===== src/hdl/fwrbv_pkg.sv =====
package fwrbv_pkg;

   localparam int DEPTH  = 16;
   localparam int DATA_W = 32;
   localparam int CNT_W  = $clog2(DEPTH + 1);
   localparam int IDX_W  = (DEPTH > 1) ? $clog2(DEPTH) : 1;
   localparam int OCC_W  = 5;

   typedef enum logic [1:0] {
      REQ_ENQUEUE = 2'd0,
      REQ_DEQUEUE = 2'd1,
      REQ_DELETE  = 2'd2,
      REQ_NOP     = 2'd3
   } req_code_type;

   typedef enum logic [1:0] {
      STAT_DONE      = 2'd0,
      STAT_EMPTY     = 2'd1,
      STAT_NOT_FOUND = 2'd2,
      STAT_FULL      = 2'd3
   } status_type;

   typedef enum logic {
      S_IDLE = 1'b0,
      S_SCAN = 1'b1
   } state_type;

   typedef struct packed {
      logic load;
      logic shift;
   } cell_ctl_type;

endpackage


===== src/hdl/fwrbv_cell.sv =====
module fwrbv_cell (
   input  logic                                    clock,
   input  fwrbv_pkg::cell_ctl_type                 ctl,
   input  logic signed [fwrbv_pkg::DATA_W-1:0]     tail_value,
   input  logic signed [fwrbv_pkg::DATA_W-1:0]     next_value,
   input  logic signed [fwrbv_pkg::DATA_W-1:0]     key,
   output logic signed [fwrbv_pkg::DATA_W-1:0]     data,
   output logic                                    match
);

   logic signed [fwrbv_pkg::DATA_W-1:0] data_ff;

   always_ff @(posedge clock) begin
      priority if (ctl.load) begin
         data_ff <= tail_value;
      end else if (ctl.shift) begin
         data_ff <= next_value;
      end else begin
         data_ff <= data_ff;
      end
   end

   assign data  = data_ff;
   assign match = (data_ff == key);

endmodule


===== src/hdl/fwrbv_ctrl.sv =====
module fwrbv_ctrl (
   input  logic                                    clock,
   input  logic                                    reset,
   input  logic                                    start,
   output logic                                    busy,
   input  logic [1:0]                              req_type,
   input  logic signed [fwrbv_pkg::DATA_W-1:0]     req_value,
   input  logic [fwrbv_pkg::DEPTH-1:0]             match,
   input  logic signed [fwrbv_pkg::DATA_W-1:0]     head_value,
   output fwrbv_pkg::cell_ctl_type                 ctl [fwrbv_pkg::DEPTH],
   output logic signed [fwrbv_pkg::DATA_W-1:0]     key,
   output logic [fwrbv_pkg::CNT_W-1:0]             count,
   output logic                                    rsp_strobe,
   output logic [1:0]                              rsp_status,
   output logic signed [fwrbv_pkg::DATA_W-1:0]     rsp_out_value,
   output logic [fwrbv_pkg::OCC_W-1:0]             rsp_occupancy
);

   fwrbv_pkg::state_type                  state_ff, state_in;
   logic [fwrbv_pkg::CNT_W-1:0]           count_ff, count_in;
   logic [fwrbv_pkg::CNT_W-1:0]           ptr_ff, ptr_in;
   logic                                  found_ff, found_in;
   logic signed [fwrbv_pkg::DATA_W-1:0]   key_ff, key_in;
   logic                                  strobe_ff, strobe_in;
   fwrbv_pkg::status_type                 status_ff, status_in;
   logic signed [fwrbv_pkg::DATA_W-1:0]   value_ff, value_in;
   logic                                  enq_go, deq_go, scan_shift, hit;

   always_ff @(posedge clock) begin
      if (reset) begin
         state_ff  <= fwrbv_pkg::S_IDLE;
         count_ff  <= '0;
         strobe_ff <= 1'b0;
      end else begin
         state_ff  <= state_in;
         count_ff  <= count_in;
         strobe_ff <= strobe_in;
      end
   end

   always_ff @(posedge clock) begin
      ptr_ff    <= ptr_in;
      found_ff  <= found_in;
      key_ff    <= key_in;
      status_ff <= status_in;
      value_ff  <= value_in;
   end

   always_comb begin
      state_in   = state_ff;
      count_in   = count_ff;
      ptr_in     = ptr_ff;
      found_in   = found_ff;
      key_in     = key_ff;
      strobe_in  = 1'b0;
      status_in  = status_ff;
      value_in   = value_ff;
      enq_go     = 1'b0;
      deq_go     = 1'b0;
      scan_shift = 1'b0;
      hit        = 1'b0;
      unique case (state_ff)
         fwrbv_pkg::S_IDLE: begin
            if (start) begin
               unique case (fwrbv_pkg::req_code_type'(req_type))
                  fwrbv_pkg::REQ_ENQUEUE: begin
                     strobe_in = 1'b1;
                     value_in  = '0;
                     if (count_ff == fwrbv_pkg::CNT_W'(fwrbv_pkg::DEPTH)) begin
                        status_in = fwrbv_pkg::STAT_FULL;
                     end else begin
                        status_in = fwrbv_pkg::STAT_DONE;
                        enq_go    = 1'b1;
                        count_in  = count_ff + 1'b1;
                     end
                  end
                  fwrbv_pkg::REQ_DEQUEUE: begin
                     strobe_in = 1'b1;
                     if (count_ff == '0) begin
                        status_in = fwrbv_pkg::STAT_EMPTY;
                        value_in  = '0;
                     end else begin
                        status_in = fwrbv_pkg::STAT_DONE;
                        value_in  = head_value;
                        deq_go    = 1'b1;
                        count_in  = count_ff - 1'b1;
                     end
                  end
                  fwrbv_pkg::REQ_DELETE: begin
                     state_in = fwrbv_pkg::S_SCAN;
                     ptr_in   = '0;
                     found_in = 1'b0;
                     key_in   = req_value;
                  end
                  fwrbv_pkg::REQ_NOP: begin
                     strobe_in = 1'b1;
                     status_in = fwrbv_pkg::STAT_DONE;
                     value_in  = '0;
                  end
               endcase
            end
         end
         fwrbv_pkg::S_SCAN: begin
            if (ptr_ff == count_ff) begin
               state_in  = fwrbv_pkg::S_IDLE;
               strobe_in = 1'b1;
               value_in  = '0;
               if (found_ff) begin
                  status_in = fwrbv_pkg::STAT_DONE;
                  count_in  = count_ff - 1'b1;
               end else begin
                  status_in = fwrbv_pkg::STAT_NOT_FOUND;
               end
            end else begin
               hit        = found_ff | match[ptr_ff[fwrbv_pkg::IDX_W-1:0]];
               scan_shift = hit;
               found_in   = hit;
               ptr_in     = ptr_ff + 1'b1;
            end
         end
      endcase
   end

   always_comb begin
      for (int i = 0; i < fwrbv_pkg::DEPTH; i++) begin
         ctl[i].load  = enq_go && (count_ff == fwrbv_pkg::CNT_W'(i));
         ctl[i].shift = deq_go || (scan_shift && (ptr_ff == fwrbv_pkg::CNT_W'(i)));
      end
   end

   assign busy          = (state_ff != fwrbv_pkg::S_IDLE);
   assign key           = key_ff;
   assign count         = count_ff;
   assign rsp_strobe    = strobe_ff;
   assign rsp_status    = status_ff;
   assign rsp_out_value = value_ff;
   assign rsp_occupancy = fwrbv_pkg::OCC_W'(count_ff);

endmodule


===== src/hdl/fifo_with_remove_by_value.sv =====
// Enqueue, dequeue and unused requests give their result word in the cycle after start,
// and a new request may be started in every cycle for them.
// A delete walks the cells one per cycle, with busy high meanwhile; its result word is
// registered once the walk over the chain of cells reaches the entry count.
// Synchronous reset empties the queue; the cell contents are not cleared.
// The receiver cannot stall: each result word is shown for one cycle only.
module fifo_with_remove_by_value (
   input  logic                                    clock,
   input  logic                                    reset,
   input  logic                                    start,
   output logic                                    busy,
   input  logic [1:0]                              req_type,
   input  logic signed [fwrbv_pkg::DATA_W-1:0]     req_value,
   output logic                                    rsp_strobe,
   output logic [1:0]                              rsp_status,
   output logic signed [fwrbv_pkg::DATA_W-1:0]     rsp_out_value,
   output logic [fwrbv_pkg::OCC_W-1:0]             rsp_occupancy
);

   fwrbv_pkg::cell_ctl_type               ctl [fwrbv_pkg::DEPTH];
   logic signed [fwrbv_pkg::DATA_W-1:0]   data [fwrbv_pkg::DEPTH];
   logic signed [fwrbv_pkg::DATA_W-1:0]   data_next [fwrbv_pkg::DEPTH];
   logic [fwrbv_pkg::DEPTH-1:0]           match;
   logic signed [fwrbv_pkg::DATA_W-1:0]   key;
   logic [fwrbv_pkg::CNT_W-1:0]           count;

   fwrbv_ctrl u_ctrl (
      .clock         (clock),
      .reset         (reset),
      .start         (start),
      .busy          (busy),
      .req_type      (req_type),
      .req_value     (req_value),
      .match         (match),
      .head_value    (data[0]),
      .ctl           (ctl),
      .key           (key),
      .count         (count),
      .rsp_strobe    (rsp_strobe),
      .rsp_status    (rsp_status),
      .rsp_out_value (rsp_out_value),
      .rsp_occupancy (rsp_occupancy)
   );

   for (genvar i = 0; i < fwrbv_pkg::DEPTH; i++) begin : g_cell
      if (i < fwrbv_pkg::DEPTH - 1) begin : g_mid
         assign data_next[i] = data[i + 1];
      end else begin : g_last
         assign data_next[i] = data[i];
      end

      fwrbv_cell u_cell (
         .clock      (clock),
         .ctl        (ctl[i]),
         .tail_value (req_value),
         .next_value (data_next[i]),
         .key        (key),
         .data       (data[i]),
         .match      (match[i])
      );
   end

   a_count_bound: assert property (@(posedge clock) disable iff (reset)
      count <= fwrbv_pkg::CNT_W'(fwrbv_pkg::DEPTH))
      else $error("Entry count exceeds the queue depth.");

   a_quick_result: assert property (@(posedge clock) disable iff (reset)
      (start && !busy && (req_type != fwrbv_pkg::REQ_DELETE)) |=> rsp_strobe)
      else $error("A non-delete request did not give its result word next cycle.");

   a_failed_keeps_count: assert property (@(posedge clock) disable iff (reset)
      (rsp_strobe && (rsp_status != fwrbv_pkg::STAT_DONE)) |-> $stable(count))
      else $error("A failed request changed the entry count.");

   a_delete_busy: assert property (@(posedge clock) disable iff (reset)
      (start && !busy && (req_type == fwrbv_pkg::REQ_DELETE)) |=> (busy && !rsp_strobe))
      else $error("A delete request did not enter its scan.");

endmodule


===== config.mk =====
export PLATFORM = sky130hd
export DESIGN_NAME = fifo_with_remove_by_value
export DESIGN_NICKNAME = d
export VERILOG_FILES = /design/src/hdl/fwrbv_pkg.sv /design/src/hdl/fwrbv_cell.sv /design/src/hdl/fwrbv_ctrl.sv /design/src/hdl/fifo_with_remove_by_value.sv
export SDC_FILE = /design/constraint.sdc
export NUM_CORES = 1
export LEC_CHECK = 0
export ABC_AREA = 0
export BUFFER_PORTS_ARGS = -buffer_cell sky130_fd_sc_hd__buf_4
export CAP_MARGIN = 20
export CORE_AREA = 4 4 241 267
export DETAILED_ROUTE_END_ITERATION = 16
export DIE_AREA = 0 0 245 271
export PLACE_DENSITY = 0.66
export SYNTH_ARGS = -nofsm -noshare
export SYNTH_HDL_FRONTEND = slang
export SYNTH_SLANG_ARGS = --single-unit
export TNS_END_PERCENT = 50

===== constraint.sdc =====
create_clock -name clock -period 9.7 [get_ports clock]
set_input_delay 0.97 -clock clock [delete_from_list [all_inputs] [get_ports clock]]
set_output_delay 0.97 -clock clock [all_outputs]
set_load 0.01 [all_outputs]

Yosys cells after proc, flatten, opt, wreduce, memory -nomap -nowiden
Cells that the tools add are included.

Register bits: 591. Input bits: 37. Output and inout port bits: 41. Logic and storage cells: 238.

Add/subtract/negate cells: 3. Magnitude comparators: 1. Eq/ne operators: 60. Muxes and demuxes: 77. Bitwise gates (word level): 2. Reductions and logical operators: 71.

Operator list (count): 32-bit two-way mux (33); 32-bit == test (16); 32-bit case mux with 2 select lines (2); 5-bit by 4-bit == test with 1-bit output, second input constant (15); 5-bit by 3-bit == test with 1-bit output, second input constant (8); 5-bit two-way mux (8); 1-bit logical AND (31); 5-bit case mux with 2 select lines (3); 2-bit nonzero test (15); 1-bit two-way mux (21); 5-bit by 2-bit == test with 1-bit output, second input constant (4); 1-bit logical OR (15); 3-bit inequality test, second input constant (4); 3-bit AND reduction (4); 5-bit by 1-bit adder with 5-bit output, second input constant (2); 5-bit by 1-bit == test with 1-bit output, second input constant (2); 5-bit logical NOT (2); 2-bit inequality test, second input constant (5); 2-bit two-way mux (4); 1-bit case mux with 2 select lines (3); 2-bit case mux with 3 select lines (1); 6-bit AND reduction (1); 5-bit == test (1); 5-bit == test, second input constant (1); other kinds (12) (13).

Longest topological paths before layout
Gate-level depths: netlist (run 1).

Word-level depth: 10. Mapped depth: 11. Depth with buffers taken out: 9.

Hierarchy
From an unflattened synthesis (run 1), not the netlist that was laid out.

Cell total of the unflattened synthesis: 2078. Area total of the unflattened synthesis: 31086.1 um^2.

Modules (own cells, without submodules): fwrbv_cell (instances 16, cells an instance 112, area an instance 1712.9 um^2); fwrbv_ctrl (instances 1, cells an instance 286, area an instance 3679.8 um^2).

Worst setup path before layout (run 1)
OpenSTA, ideal clock, no wires.

Path type: register to register. Start point: register u_ctrl.key_ff, in the netlist u_ctrl.key[18]. End point: register g_cell[3].u_cell.data_ff, in the netlist g_cell[3].u_cell.data[0] (enable). Library setup time: 0.533 ns. Arrival: 5.756 ns. Path slack: 3.410 ns. Stages on the path, launching flop included: 9. Path buffers: 1. Path through: edfxtp_1 -> buf_6 -> xor2_1 -> a2111oi_2 -> o2111ai_1 -> o311a_1 -> a2111oi_4 -> nor4_2 -> o311ai_0.

Cells in the longest elaborated chain, start to end: 9. Elaborated cells between the ends (all ways): 24. Classes of those cells: eq/ne (16); mux (4); bitwise (1); reduce/logical (3).

RTL lines: start, declared (line fwrbv_ctrl.sv:23) `logic signed [fwrbv_pkg::DATA_W-1:0] key_ff, key_in;`; start signal, assigned (line fwrbv_ctrl.sv:44) `key_ff <= key_in;`; 32-bit == test (line fwrbv_cell.sv:24) `assign match = (data_ff == key);`; 1-bit binary-select mux with 4-bit select (*) (line fwrbv_ctrl.sv:115) `hit = found_ff | match[ptr_ff[fwrbv_pkg::IDX_W-1:0]];`; 1-bit two-way mux (not written as such) (*) (line fwrbv_ctrl.sv:115); 1-bit bitwise OR (*) (line fwrbv_ctrl.sv:115); 1-bit two-way mux (*) (line fwrbv_ctrl.sv:104) `if (ptr_ff == count_ff) begin`; 1-bit two-way mux (*) (line fwrbv_ctrl.sv:62) `unique case (state_ff)`; 1-bit logical AND (*) (line fwrbv_ctrl.sv:127) `ctl[i].shift = deq_go || (scan_shift && (ptr_ff == fwrbv_pkg::CNT_W'(i)));`; 1-bit logical OR (*) (line fwrbv_ctrl.sv:127); 2-bit nonzero test (no line) (*); end signal, assigned (line fwrbv_cell.sv:15) `data_ff <= tail_value;`; end signal, assigned (line fwrbv_cell.sv:17) `data_ff <= next_value;`; end signal, assigned (line fwrbv_cell.sv:19) `data_ff <= data_ff;`; end, declared (line fwrbv_cell.sv:11) `logic signed [fwrbv_pkg::DATA_W-1:0] data_ff;`.

Mark *: on every way between the ends. The rest lies on a longest branch, timed or not. The select of a mux whose other input is x is not followed. A chain may end at the register's enable or synchronous reset.

Worst setup path in the final report (run 1)
Start point: register u_ctrl.key_ff, in the netlist u_ctrl.key[10]. End point: register g_cell[14].u_cell.data_ff, in the netlist g_cell[14].u_cell.data[22] (enable).

Cells in the longest elaborated chain, start to end: 9. Elaborated cells between the ends (all ways): 24. Classes of those cells: eq/ne (16); mux (4); bitwise (1); reduce/logical (3).

RTL lines (line): 32-bit == test (fwrbv_cell.sv:24); 1-bit binary-select mux with 4-bit select (*) (fwrbv_ctrl.sv:115); 1-bit two-way mux (not written as such) (*) (fwrbv_ctrl.sv:115); 1-bit bitwise OR (*) (fwrbv_ctrl.sv:115); 1-bit two-way mux (*) (fwrbv_ctrl.sv:104); 1-bit two-way mux (*) (fwrbv_ctrl.sv:62); 1-bit logical AND (*) (fwrbv_ctrl.sv:127); 1-bit logical OR (*) (fwrbv_ctrl.sv:127); 2-bit nonzero test (no line) (*); end signal, assigned (fwrbv_cell.sv:15); end signal, assigned (fwrbv_cell.sv:17); end signal, assigned (fwrbv_cell.sv:19); end, declared (fwrbv_cell.sv:11).

Marks and branches as above.

==> flow_metrics.env, run 1 <==
export IMPL_drt_iter0_drc=2054
export IMPL_worstPathArrival_ps=4770
export IMPL_netlist_top_cells_area="edfxtp_1 57%, mux2_2 18%, xnor2_1 7.6%, xor2_1 7.3%, nand4_1 1.7%"
export IMPL_period_minus_slack_ps=4509
export IMPL_first_pass_iters=6
export IMPL_synth_compound_area_share_pct=1.080
export IMPL_crit_path_max_incr_delay_ps=820
export IMPL_fp_dieW_um=245
export IMPL_worst_hold_startpoint="reset"
export IMPL_power_density_nw_per_um2=165.0
export IMPL_clkSlewWorstSetupHoldPaths_ps=60
export IMPL_fill_cells=5093
export IMPL_tightestPinTransition_ps=904.3
export IMPL_placed_area_um2=32250
export IMPL_gp_congestion=0.9564
export IMPL_startpoint_type="flip-flop"
export IMPL_cts_root_buf="clkbuf_16"
export IMPL_dieArea_um2=66400
export IMPL_detail_route_antenna_nets=0
export IMPL_synth_simple_gate_area_share_pct=5.664
export IMPL_crit_chain="buf_4 -> xor2_1 -> nor4_1 -> nand4_1 -> nor4_1 -> a31oi_1 -> a2111oi_4 -> nor4_4 -> buf_4 -> o311ai_4 -> buf_4"
export IMPL_grt_max_degree=34
export IMPL_synth_top_flop_cell="edfxtp_1"
export IMPL_synth_cells=2119
export IMPL_r2r_end="g_cell[14].u_cell.data[22]$_DFFE_PP_"
export IMPL_cpMostUsedCell="buf_4"
export IMPL_numCtsBuffers=61
export IMPL_synth_xor_area_share_pct=14.92
export IMPL_cts_sinks=591
export IMPL_final_area_um2=34150
export IMPL_final_nets=2219
export IMPL_grt_overflow=0
export IMPL_cp_num_buf_inv=3
export IMPL_ys_top_cells_by_count="584 x edfxtp_1, 480 x mux2_2, 265 x xnor2_1, 256 x xor2_1, 82 x nand4_1"
export IMPL_wl_mm=101.7
export IMPL_grt_antenna_before_repair=4
export IMPL_synth_top_family_by_area="multiplexers"
export IMPL_synth_distinct_cells=44
export IMPL_postLayoutCoreUtil_pct=55.31
export IMPL_synth_nets=2166
export IMPL_clockBufferDepth=3
export IMPL_whs_ps=558.2
export IMPL_report_final_hold_viol_count=0
export IMPL_synth_seq_area_share_pct=57.78
export IMPL_finalPower_mw=5.635
export IMPL_portBuffers=77
export IMPL_grt_pass1_vias=19390
export IMPL_rows=96
export IMPL_worst_r2r_path_depth=11
export IMPL_min_path_cells=2
export IMPL_start_util_pct=49.55
export IMPL_syn_area_um2=30590
export IMPL_hold_class="input pin to flip-flop"
export IMPL_hold_buffers=0
export IMPL_core_area_um2=61740
export IMPL_grt_pass1_wl_mm=143.5
export IMPL_drc=0
export IMPL_yosysTopAreaCellShare_pct=57.32
export IMPL_ys_ff_latch=591
export IMPL_synthMuxAreaShare_pct=17.73
export IMPL_post_synth_cell_area_avg_um2=14.44
export IMPL_postCtsSetupBuffers=0
export IMPL_multi_input_area_um2=12390
export IMPL_via_count=18780
export IMPL_cts_htree_levels=2
export IMPL_rsz0062_at_grt="false"
export IMPL_fin_skew_ps=23.78
export IMPL_wl_per_cell_um=33.32
export IMPL_regArea_um2=17680
export IMPL_fin_crit_sh_pct=46.48
export IMPL_synth_top_area_cell="edfxtp_1"
export IMPL_track_usage_pct=30.19
export IMPL_ios=78
export IMPL_synth_edff_count=584
export IMPL_cap_violations=0
export IMPL_max_freq_ghz=0.2218
export IMPL_cts_tree="done"
export IMPL_r2r_slack_ps=5190
export IMPL_vias_per_cell=6.157
export IMPL_endpoint_kind="flip-flop"
export IMPL_place_ws_ps=5210
export IMPL_r2r_start="u_ctrl.key[10]$_DFFE_PP_"
export IMPL_slowest_stage="edfxtp_1"
export IMPL_holdPathEnd="u_ctrl.count[1]$_SDFFE_PP0P_"
export IMPL_cp_max_fo=32
export IMPL_setup_ws_ps=5191
export IMPL_critical_path_class="flip-flop to flip-flop"
export IMPL_p_leak_nw=11.35
export IMPL_async_reset_ff_share_pct=0
export IMPL_tns_ps=0
export IMPL_crit_required_ps=9960
export IMPL_synthAdderAreaFrac_pct=0.4090
export IMPL_area_growth_syn_to_layout_pct=11.61
export IMPL_dp_hpwl_mm=68.19
export IMPL_cp_top_family="buffers and inverters"
export IMPL_peakVddDrop_mv=0.1277
export IMPL_finalSetupViolCount=0
export IMPL_maxSlewViolCount=0
export IMPL_yosysMostFrequentCell="edfxtp_1"
export IMPL_die_y_um=271
export IMPL_post_route_cells_drive_above_1_share_pct=32.75
export IMPL_cts_resized=0
export IMPL_instances_no_fill=3051
export IMPL_ys_warn_count=0
export IMPL_slew_headroom_pct=39.26
export IMPL_place_inst=2941
export IMPL_clk_latency_ps=640
export IMPL_status="finished clean"
layout by cell type (no fill, tap or decap), types with 37 or more instances in the layout:
cell | netlist | routed
nor4_1 | 73 | 73
nand2_1 | 41 | 41
clkbuf_16 | 0 | 63
buf_4 | 0 | 147
and2_1 | 37 | 37
edfxtp_1 | 584 | 584
nand4_1 | 82 | 82
mux2_2 | 480 | 480
xnor2_1 | 265 | 265
xor2_1 | 256 | 256
worst max-delay path by stage:
stage,cells after the start,startpoint,to,slack [ps]
4_1_cts,10,u_ctrl.key[11]$_DFFE_PP_,g_cell[14].u_cell.data[12]$_DFFE_PP_,5150
2_1_floorplan,8,u_ctrl.key[18]$_DFFE_PP_,g_cell[3].u_cell.data[0]$_DFFE_PP_,3410
5_1_grt,11,u_ctrl.key[10]$_DFFE_PP_,g_cell[10].u_cell.data[26]$_DFFE_PP_,5010
6_report,11,u_ctrl.key[10]$_DFFE_PP_,g_cell[14].u_cell.data[22]$_DFFE_PP_,5190
3_3_place_gp,10,u_ctrl.key[11]$_DFFE_PP_,g_cell[14].u_cell.data[10]$_DFFE_PP_,5280
3_5_place_dp,11,u_ctrl.key[10]$_DFFE_PP_,g_cell[14].u_cell.data[27]$_DFFE_PP_,5210
metal layers:
metal	vias up	part of all wire [%]	track usage [%]
li1	7945	-	-
met1	9573	37	37.17
met2	960	49	51.22
met3	302	6.8	4.252
met4	4	6.9	16.82
met5	-	0.028	0
layout make-up:
type                       count  area share (%)
sequential                   591           51.77
multi-input combinational   1359           36.28
antenna                        1        0.007329
tap                          833           3.052
clock inverter                31          0.7109
timing repair buffer         148           3.291
clock buffer                  77           4.771
inverter                      11          0.1209
state kept, by name, summed over array words and instances, names as in the netlist:
register,count
u_ctrl.rsp_status,2
u_ctrl.rsp_strobe,1
u_ctrl.count,5
u_ctrl.ptr_ff,5
u_ctrl.key,32
u_ctrl.busy,1
u_ctrl.rsp_out_value,32
u_ctrl.found_ff,1
g_cell.u_cell.data,512
logic make-up after synthesis:
group                      after synthesis
xor gates and xnor gates               521
and+or+nand+nor                        305
muxes                                  482
DFF                                    591
AOI/OAI and AO/OA                       41
buffers and inverters                  169
adders and majority gates               10
report_power, final:
part / internal, mW / switching, mW
logic: 0.146 / 0.274
registers: 2.88 / 0.0676
clock network: 1.28 / 0.989
total: 4.30 / 1.33
worst register-to-register path, cell delays in order, from the launching register on:
cell	delay (ps)
edfxtp_1	820
buf_4	390
xor2_1	130
nor4_1	350
nand4_1	200
nor4_1	350
a31oi_1	140
a2111oi_4	540
nor4_4	180
buf_4	250
o311ai_4	290
buf_4	480
No activity file was read; power rests on OpenSTA's default activity.
==> run 2, diff against run 1 <==
==> constraint.sdc (replaced) <==
create_clock -name clock -period 4.24 [get_ports clock]
set_input_delay 0.424 -clock clock [delete_from_list [all_inputs] [get_ports clock]]
set_output_delay 0.424 -clock clock [all_outputs]
set_load 0.01 [all_outputs]
==> flow_metrics.env, run 2 (synthesis results as in run 1) <==
export IMPL_rsz0062_at_grt="false"
export IMPL_report_final_hold_viol_count=0
export IMPL_p_leak_nw=11.66
export IMPL_drt_iter0_drc=1255
export IMPL_rows=96
export IMPL_cpMostUsedCell="buf_12"
export IMPL_slowest_stage="xnor2_1"
export IMPL_final_nets=2240
export IMPL_worst_r2r_path_depth=9
export IMPL_fp_dieW_um=245
export IMPL_track_usage_pct=25.32
export IMPL_cts_htree_levels=3
export IMPL_dieArea_um2=66400
export IMPL_peakVddDrop_mv=0.3353
export IMPL_min_path_cells=2
export IMPL_critical_path_class="flip-flop to flip-flop"
export IMPL_first_pass_iters=5
export IMPL_hold_buffers=0
export IMPL_grt_pass1_wl_mm=123.6
export IMPL_via_count=17710
export IMPL_final_cell_mix="584 x edfxtp_1, 480 x mux2_2, 265 x xnor2_1, 256 x xor2_1, 144 x buf_4"
export IMPL_endpoint_kind="flip-flop"
export IMPL_cts_resized=0
export IMPL_clkSlewWorstSetupHoldPaths_ps=60
export IMPL_postCtsSetupBuffers=0
export IMPL_numCtsBuffers=68
export IMPL_max_freq_ghz=0.2683
export IMPL_portBuffers=77
export IMPL_startpoint_type="flip-flop"
export IMPL_cp_max_fo=32
export IMPL_postLayoutCoreUtil_pct=56.17
export IMPL_grt_pass1_vias=18580
export IMPL_hold_class="input pin to flip-flop"
export IMPL_r2r_start="u_ctrl.key[26]$_DFFE_PP_"
export IMPL_grt_antenna_before_repair=0
export IMPL_maxSlewViolCount=0
export IMPL_core_area_um2=61740
export IMPL_place_ws_ps=548.7
export IMPL_gp_congestion=0.9646
export IMPL_wl_per_cell_um=27.34
export IMPL_worst_hold_startpoint="reset"
export IMPL_cts_root_buf="clkbuf_16"
export IMPL_power_density_nw_per_um2=376.6
export IMPL_period_minus_slack_ps=3727
export IMPL_start_util_pct=49.55
export IMPL_post_route_cells_drive_above_1_share_pct=33.47
export IMPL_fin_crit_sh_pct=87.91
export IMPL_largest_reg_flops=512
export IMPL_cts_tree="done"
export IMPL_crit_chain="xnor2_1 -> nand4_1 -> nor3_1 -> a31oi_1 -> a2111oi_4 -> nor4_4 -> buf_12 -> o311ai_4 -> buf_12"
export IMPL_r2r_slack_ps=510
export IMPL_area_growth_syn_to_layout_pct=13.35
export IMPL_finalSetupViolCount=0
export IMPL_vias_per_cell=5.756
export IMPL_ios=78
export IMPL_fin_skew_ps=15.34
export IMPL_cap_violations=0
export IMPL_slew_headroom_pct=27.93
export IMPL_r2r_end="g_cell[14].u_cell.data[28]$_DFFE_PP_"
export IMPL_clockBufferDepth=3
export IMPL_die_y_um=271
export IMPL_worstPathArrival_ps=4010
export IMPL_whs_ps=48.50
export IMPL_tns_ps=0
export IMPL_cts_sinks=591
export IMPL_status="finished clean"
export IMPL_grt_overflow=0
export IMPL_drc=0
export IMPL_clk_latency_ps=600
export IMPL_layout_commonest_cell="edfxtp_1"
export IMPL_crit_path_max_incr_delay_ps=590
export IMPL_grt_max_degree=34
export IMPL_num_antenna_cells=0
export IMPL_setup_ws_ps=512.7
export IMPL_holdPathEnd="u_ctrl.count[4]$_SDFFE_PP0P_"
export IMPL_crit_required_ps=4520
export IMPL_tightestPinTransition_ps=1070
export IMPL_dp_hpwl_mm=65.15
export IMPL_wl_mm=84.12
export IMPL_detail_route_antenna_nets=0
[run 2: changes by cell type in the layout (fill, tap and decap cells not counted), moves of 4 or more]
cell       before  now
buf_12          1   18
clkbuf_16      63   70
clkinv_1       17   22
inv_6           1    5
o311ai_2        6    0
o311ai_4        8   14
[run 2: per-layer routing]
metal / share of wire, % / wire length, um / global-route usage [%]
met1: 38 / 32340 / 29.68
met2: 50 / 42040 / 43.56
met3: 3.8 / 3185 / 3.013
met4: 7.8 / 6557 / 17.15
met5: 0 / 0 / 0
[run 2: critical path, delay by kind of cell (launching register included)]
kind,cells,cell delay (ps)
AND/OR/NAND/NOR,3,750
flip-flops,1,540
AO/OA/AOI/OAI,3,1020
XOR/XNOR,1,590
buffers and inverters,2,450
[run 2: worst max path at each step]
stage,startpoint,endpoint
after floorplan,u_ctrl.key[18]$_DFFE_PP_,g_cell[8].u_cell.data[0]$_DFFE_PP_
after global placement,u_ctrl.key[5]$_DFFE_PP_,g_cell[14].u_cell.data[28]$_DFFE_PP_
after detailed placement,u_ctrl.key[7]$_DFFE_PP_,g_cell[14].u_cell.data[28]$_DFFE_PP_
after CTS,u_ctrl.key[7]$_DFFE_PP_,g_cell[14].u_cell.data[28]$_DFFE_PP_
after global routing,u_ctrl.key[7]$_DFFE_PP_,g_cell[14].u_cell.data[24]$_DFFE_PP_
final,u_ctrl.key[26]$_DFFE_PP_,g_cell[14].u_cell.data[28]$_DFFE_PP_
[run 2: power by group]
part,switching [mW],leakage (nW),internal [mW]
Sequential,0.123,5.37,6.58
Combinational,0.594,5.31,0.359
Clock,2.32,0.985,3.08
[run 2: final cells by class]
class                      instances  area (um2)
fill                            4886       27060
clock buffer                      81        1793
inverter                          11       41.29
sequential                       591       17680
clock inverter                    40       235.2
multi-input combinational       1359       12450
timing repair buffer             162        1441
tap                              833        1042
[run 2: per-stage QoR]
stage	cell area (um2)	power, mW	cells
final	34680	13.06	3077
after floorplan	30590	7.322	2119
after global routing	34680	13.47	3077
after CTS	34660	13.15	3076
after global placement	32630	7.764	2955
after detailed placement	32630	7.775	2955
==> run 3, diff against run 2 <==
--- a/config.mk
+++ b/config.mk
@@ -11,7 +11,7 @@
 export CORE_AREA = 4 4 241 267
 export DETAILED_ROUTE_END_ITERATION = 16
 export DIE_AREA = 0 0 245 271
-export PLACE_DENSITY = 0.66
+export PLACE_DENSITY = 0.68
 export SYNTH_ARGS = -nofsm -noshare
 export SYNTH_HDL_FRONTEND = slang
 export SYNTH_SLANG_ARGS = --single-unit
==> constraint.sdc (replaced) <==
create_clock -name clock -period 3.16 [get_ports clock]
set_input_delay 0.316 -clock clock [delete_from_list [all_inputs] [get_ports clock]]
set_output_delay 0.316 -clock clock [all_outputs]
set_load 0.01 [all_outputs]
==> flow_metrics.env, run 3 (synthesis results as in run 1) <==
export IMPL_clkPwrFrac_pct=42.2
export IMPL_grt_max_degree=34
export IMPL_report_final_hold_viol_count=0
export IMPL_tightestPinTransition_ps=1032
export IMPL_critical_path_class="flip-flop to flip-flop"
export IMPL_final_nets=2414
export IMPL_rows=96
export IMPL_detail_route_antenna_nets=0
export IMPL_portBuffers=77
export IMPL_power_internal_mw=14.05
export IMPL_slew_headroom_pct=30.46
export IMPL_grt_overflow=0
export IMPL_cts_htree_levels=3
export IMPL_swShare_pct=22.62
export IMPL_power_density_nw_per_um2=492.0
export IMPL_finalPower_mw=18.16
export IMPL_fin_crit_sh_pct=110.8
export IMPL_cts_tree="done"
export IMPL_area_growth_syn_to_layout_pct=20.64
export IMPL_finalSetupViolCount=480
export IMPL_cts_sinks=591
export IMPL_track_usage_pct=25.78
export IMPL_dieArea_um2=66400
export IMPL_start_util_pct=49.55
export IMPL_drc=0
export IMPL_rsz0062_at_grt="true"
export IMPL_drt_iter0_drc=1474
export IMPL_fill_cells=4744
export IMPL_grt_pass1_vias=19160
export IMPL_setup_ws_ps=-339.8
export IMPL_ios=78
export IMPL_cap_violations=0
export IMPL_cp_num_buf_inv=6
export IMPL_status="complete, but fails checks"
export IMPL_period_minus_slack_ps=3500
export IMPL_hold_class="input pin to flip-flop"
export IMPL_switchingPower_mw=4.108
export IMPL_grt_antenna_before_repair=0
export IMPL_numCtsBuffers=66
export IMPL_cp_max_fo=8
export IMPL_startpoint_type="flip-flop"
export IMPL_worstPathArrival_ps=3800
export IMPL_die_y_um=271
export IMPL_crit_path_max_incr_delay_ps=410
export IMPL_final_area_um2=36910
export IMPL_crit_start="u_ctrl.key[5]$_DFFE_PP_"
export IMPL_via_count=18510
export IMPL_max_freq_ghz=0.2857
export IMPL_power_frac_seq_pct=49.4
export IMPL_p_leak_nw=12.80
export IMPL_final_cell_mix="584 x edfxtp_1, 480 x mux2_2, 276 x buf_4, 260 x xnor2_1, 242 x xor2_1"
export IMPL_largest_reg_flops=512
export IMPL_clk_latency_ps=600
export IMPL_wl_per_cell_um=27.26
export IMPL_vias_per_cell=5.702
export IMPL_r2r_start="u_ctrl.key[5]$_DFFE_PP_"
export IMPL_layout_commonest_cell="edfxtp_1"
export IMPL_peakVddDrop_mv=0.5039
export IMPL_core_area_um2=61740
export IMPL_num_antenna_cells=0
export IMPL_first_pass_iters=5
export IMPL_worst_hold_startpoint="req_value[16]"
export IMPL_clkSlewWorstSetupHoldPaths_ps=60
export IMPL_post_route_cells_drive_above_1_share_pct=39.98
export IMPL_cp_top_family="simple AND/OR/NAND/NOR gates"
export IMPL_gp_congestion=1.007
export IMPL_pwr_share_comb_pct=8.4
export IMPL_wl_mm=88.51
export IMPL_violations="negative setup slack"
export IMPL_cts_root_buf="clkbuf_16"
export IMPL_slowest_stage="edfxtp_1"
export IMPL_crit_chain="buf_12 -> buf_12 -> buf_4 -> xnor2_1 -> nand4_1 -> nor4_2 -> nand4_1 -> nand4_1 -> nor4_4 -> buf_12 -> o211ai_1 -> buf_4 -> clkbuf_16"
export IMPL_dp_hpwl_mm=66.01
export IMPL_grt_pass1_wl_mm=126.5
export IMPL_placed_area_um2=33740
export IMPL_crit_required_ps=3460
export IMPL_fin_skew_ps=23.72
export IMPL_endpoint_kind="flip-flop"
export IMPL_clockBufferDepth=3
export IMPL_fp_dieW_um=245
export IMPL_maxSlewViolCount=0
run 3: cell types whose count changed in the layout (fill, tap and decap cells not counted), moves of 6 or more:
cell,delta
buf_4,+132
nor4_1,-22
nor4_2,+18
buf_12,+17
buf_6,+16
xor2_1,-14
xor2_2,+11
clkbuf_16,+10
bufinv_16,+6
clkinv_1,-6
run 3: cell type report:
class / instances / area, um2 / share of cell area [%]
Sequential cell: 591 / 17680 / 47.89
Multi-Input combinational cell: 1359 / 12810 / 34.70
Timing Repair Buffer: 338 / 3213 / 8.706
Clock buffer: 85 / 1808 / 4.899
Tap cell: 833 / 1042 / 2.824
Clock inverter: 30 / 319.1 / 0.8645
Inverter: 11 / 41.29 / 0.1119
run 3: final timing paths:
path	cells after the start	slack (ps)	end
setup / recovery	13	-340	g_cell[0].u_cell.data[4]$_DFFE_PP_
hold / removal	1	100	u_ctrl.key[16]$_DFFE_PP_
setup reg to reg	13	-340	g_cell[0].u_cell.data[4]$_DFFE_PP_
hold reg to reg	1	560	u_ctrl.rsp_out_value[16]$_SDFFCE_PP0P_
run 3: power by group through the flow:
stage	Clock, mW	Combinational (mW)	Sequential (mW)
2_1_floorplan	0	0.715	9.11
3_3_place_gp	0	1.37	9.13
3_5_place_dp	0	1.39	9.13
4_1_cts	7.78	1.43	8.97
5_1_grt	8.10	1.59	8.99
6_report	7.67	1.52	8.97
run 3: routing by layer:
layer / track usage, % / part of all wire [%]
met1: 30.02 / 37
met2: 46.25 / 52
met3: 3.013 / 4.3
met4: 14.16 / 6.8
met5: 0 / 0
run 3: through the flow:
stage               utilization, %  setup WS (ps)  hold slack [ps]  instances  TNS [ps]
CTS                          58.47         -193.4            71.96       3202    -70970
floorplan                        -         -917.2            385.1       2119   -383300
finish                       59.78         -339.8            103.0       3247   -106630
global placement             54.66         -415.0            547.6       3082   -188760
global route                 59.78         -332.4            89.56       3247   -114210
detailed placement           54.66         -416.2            550.0       3082   -186220
run 3: what timing repair did:
| item | in CTS | in global routing |
|---|---|---|
| cloned | 1 | 10 |
| setup buffers | 3 | 34 |
| endpoints found under the setup margin | 480 | 480 |
| hold buffers | 1 | 0 |
| endpoints found under the hold margin | 7 | 0 |
| pin swaps | 4 | 37 |
| resized for setup | 30 | 43 |
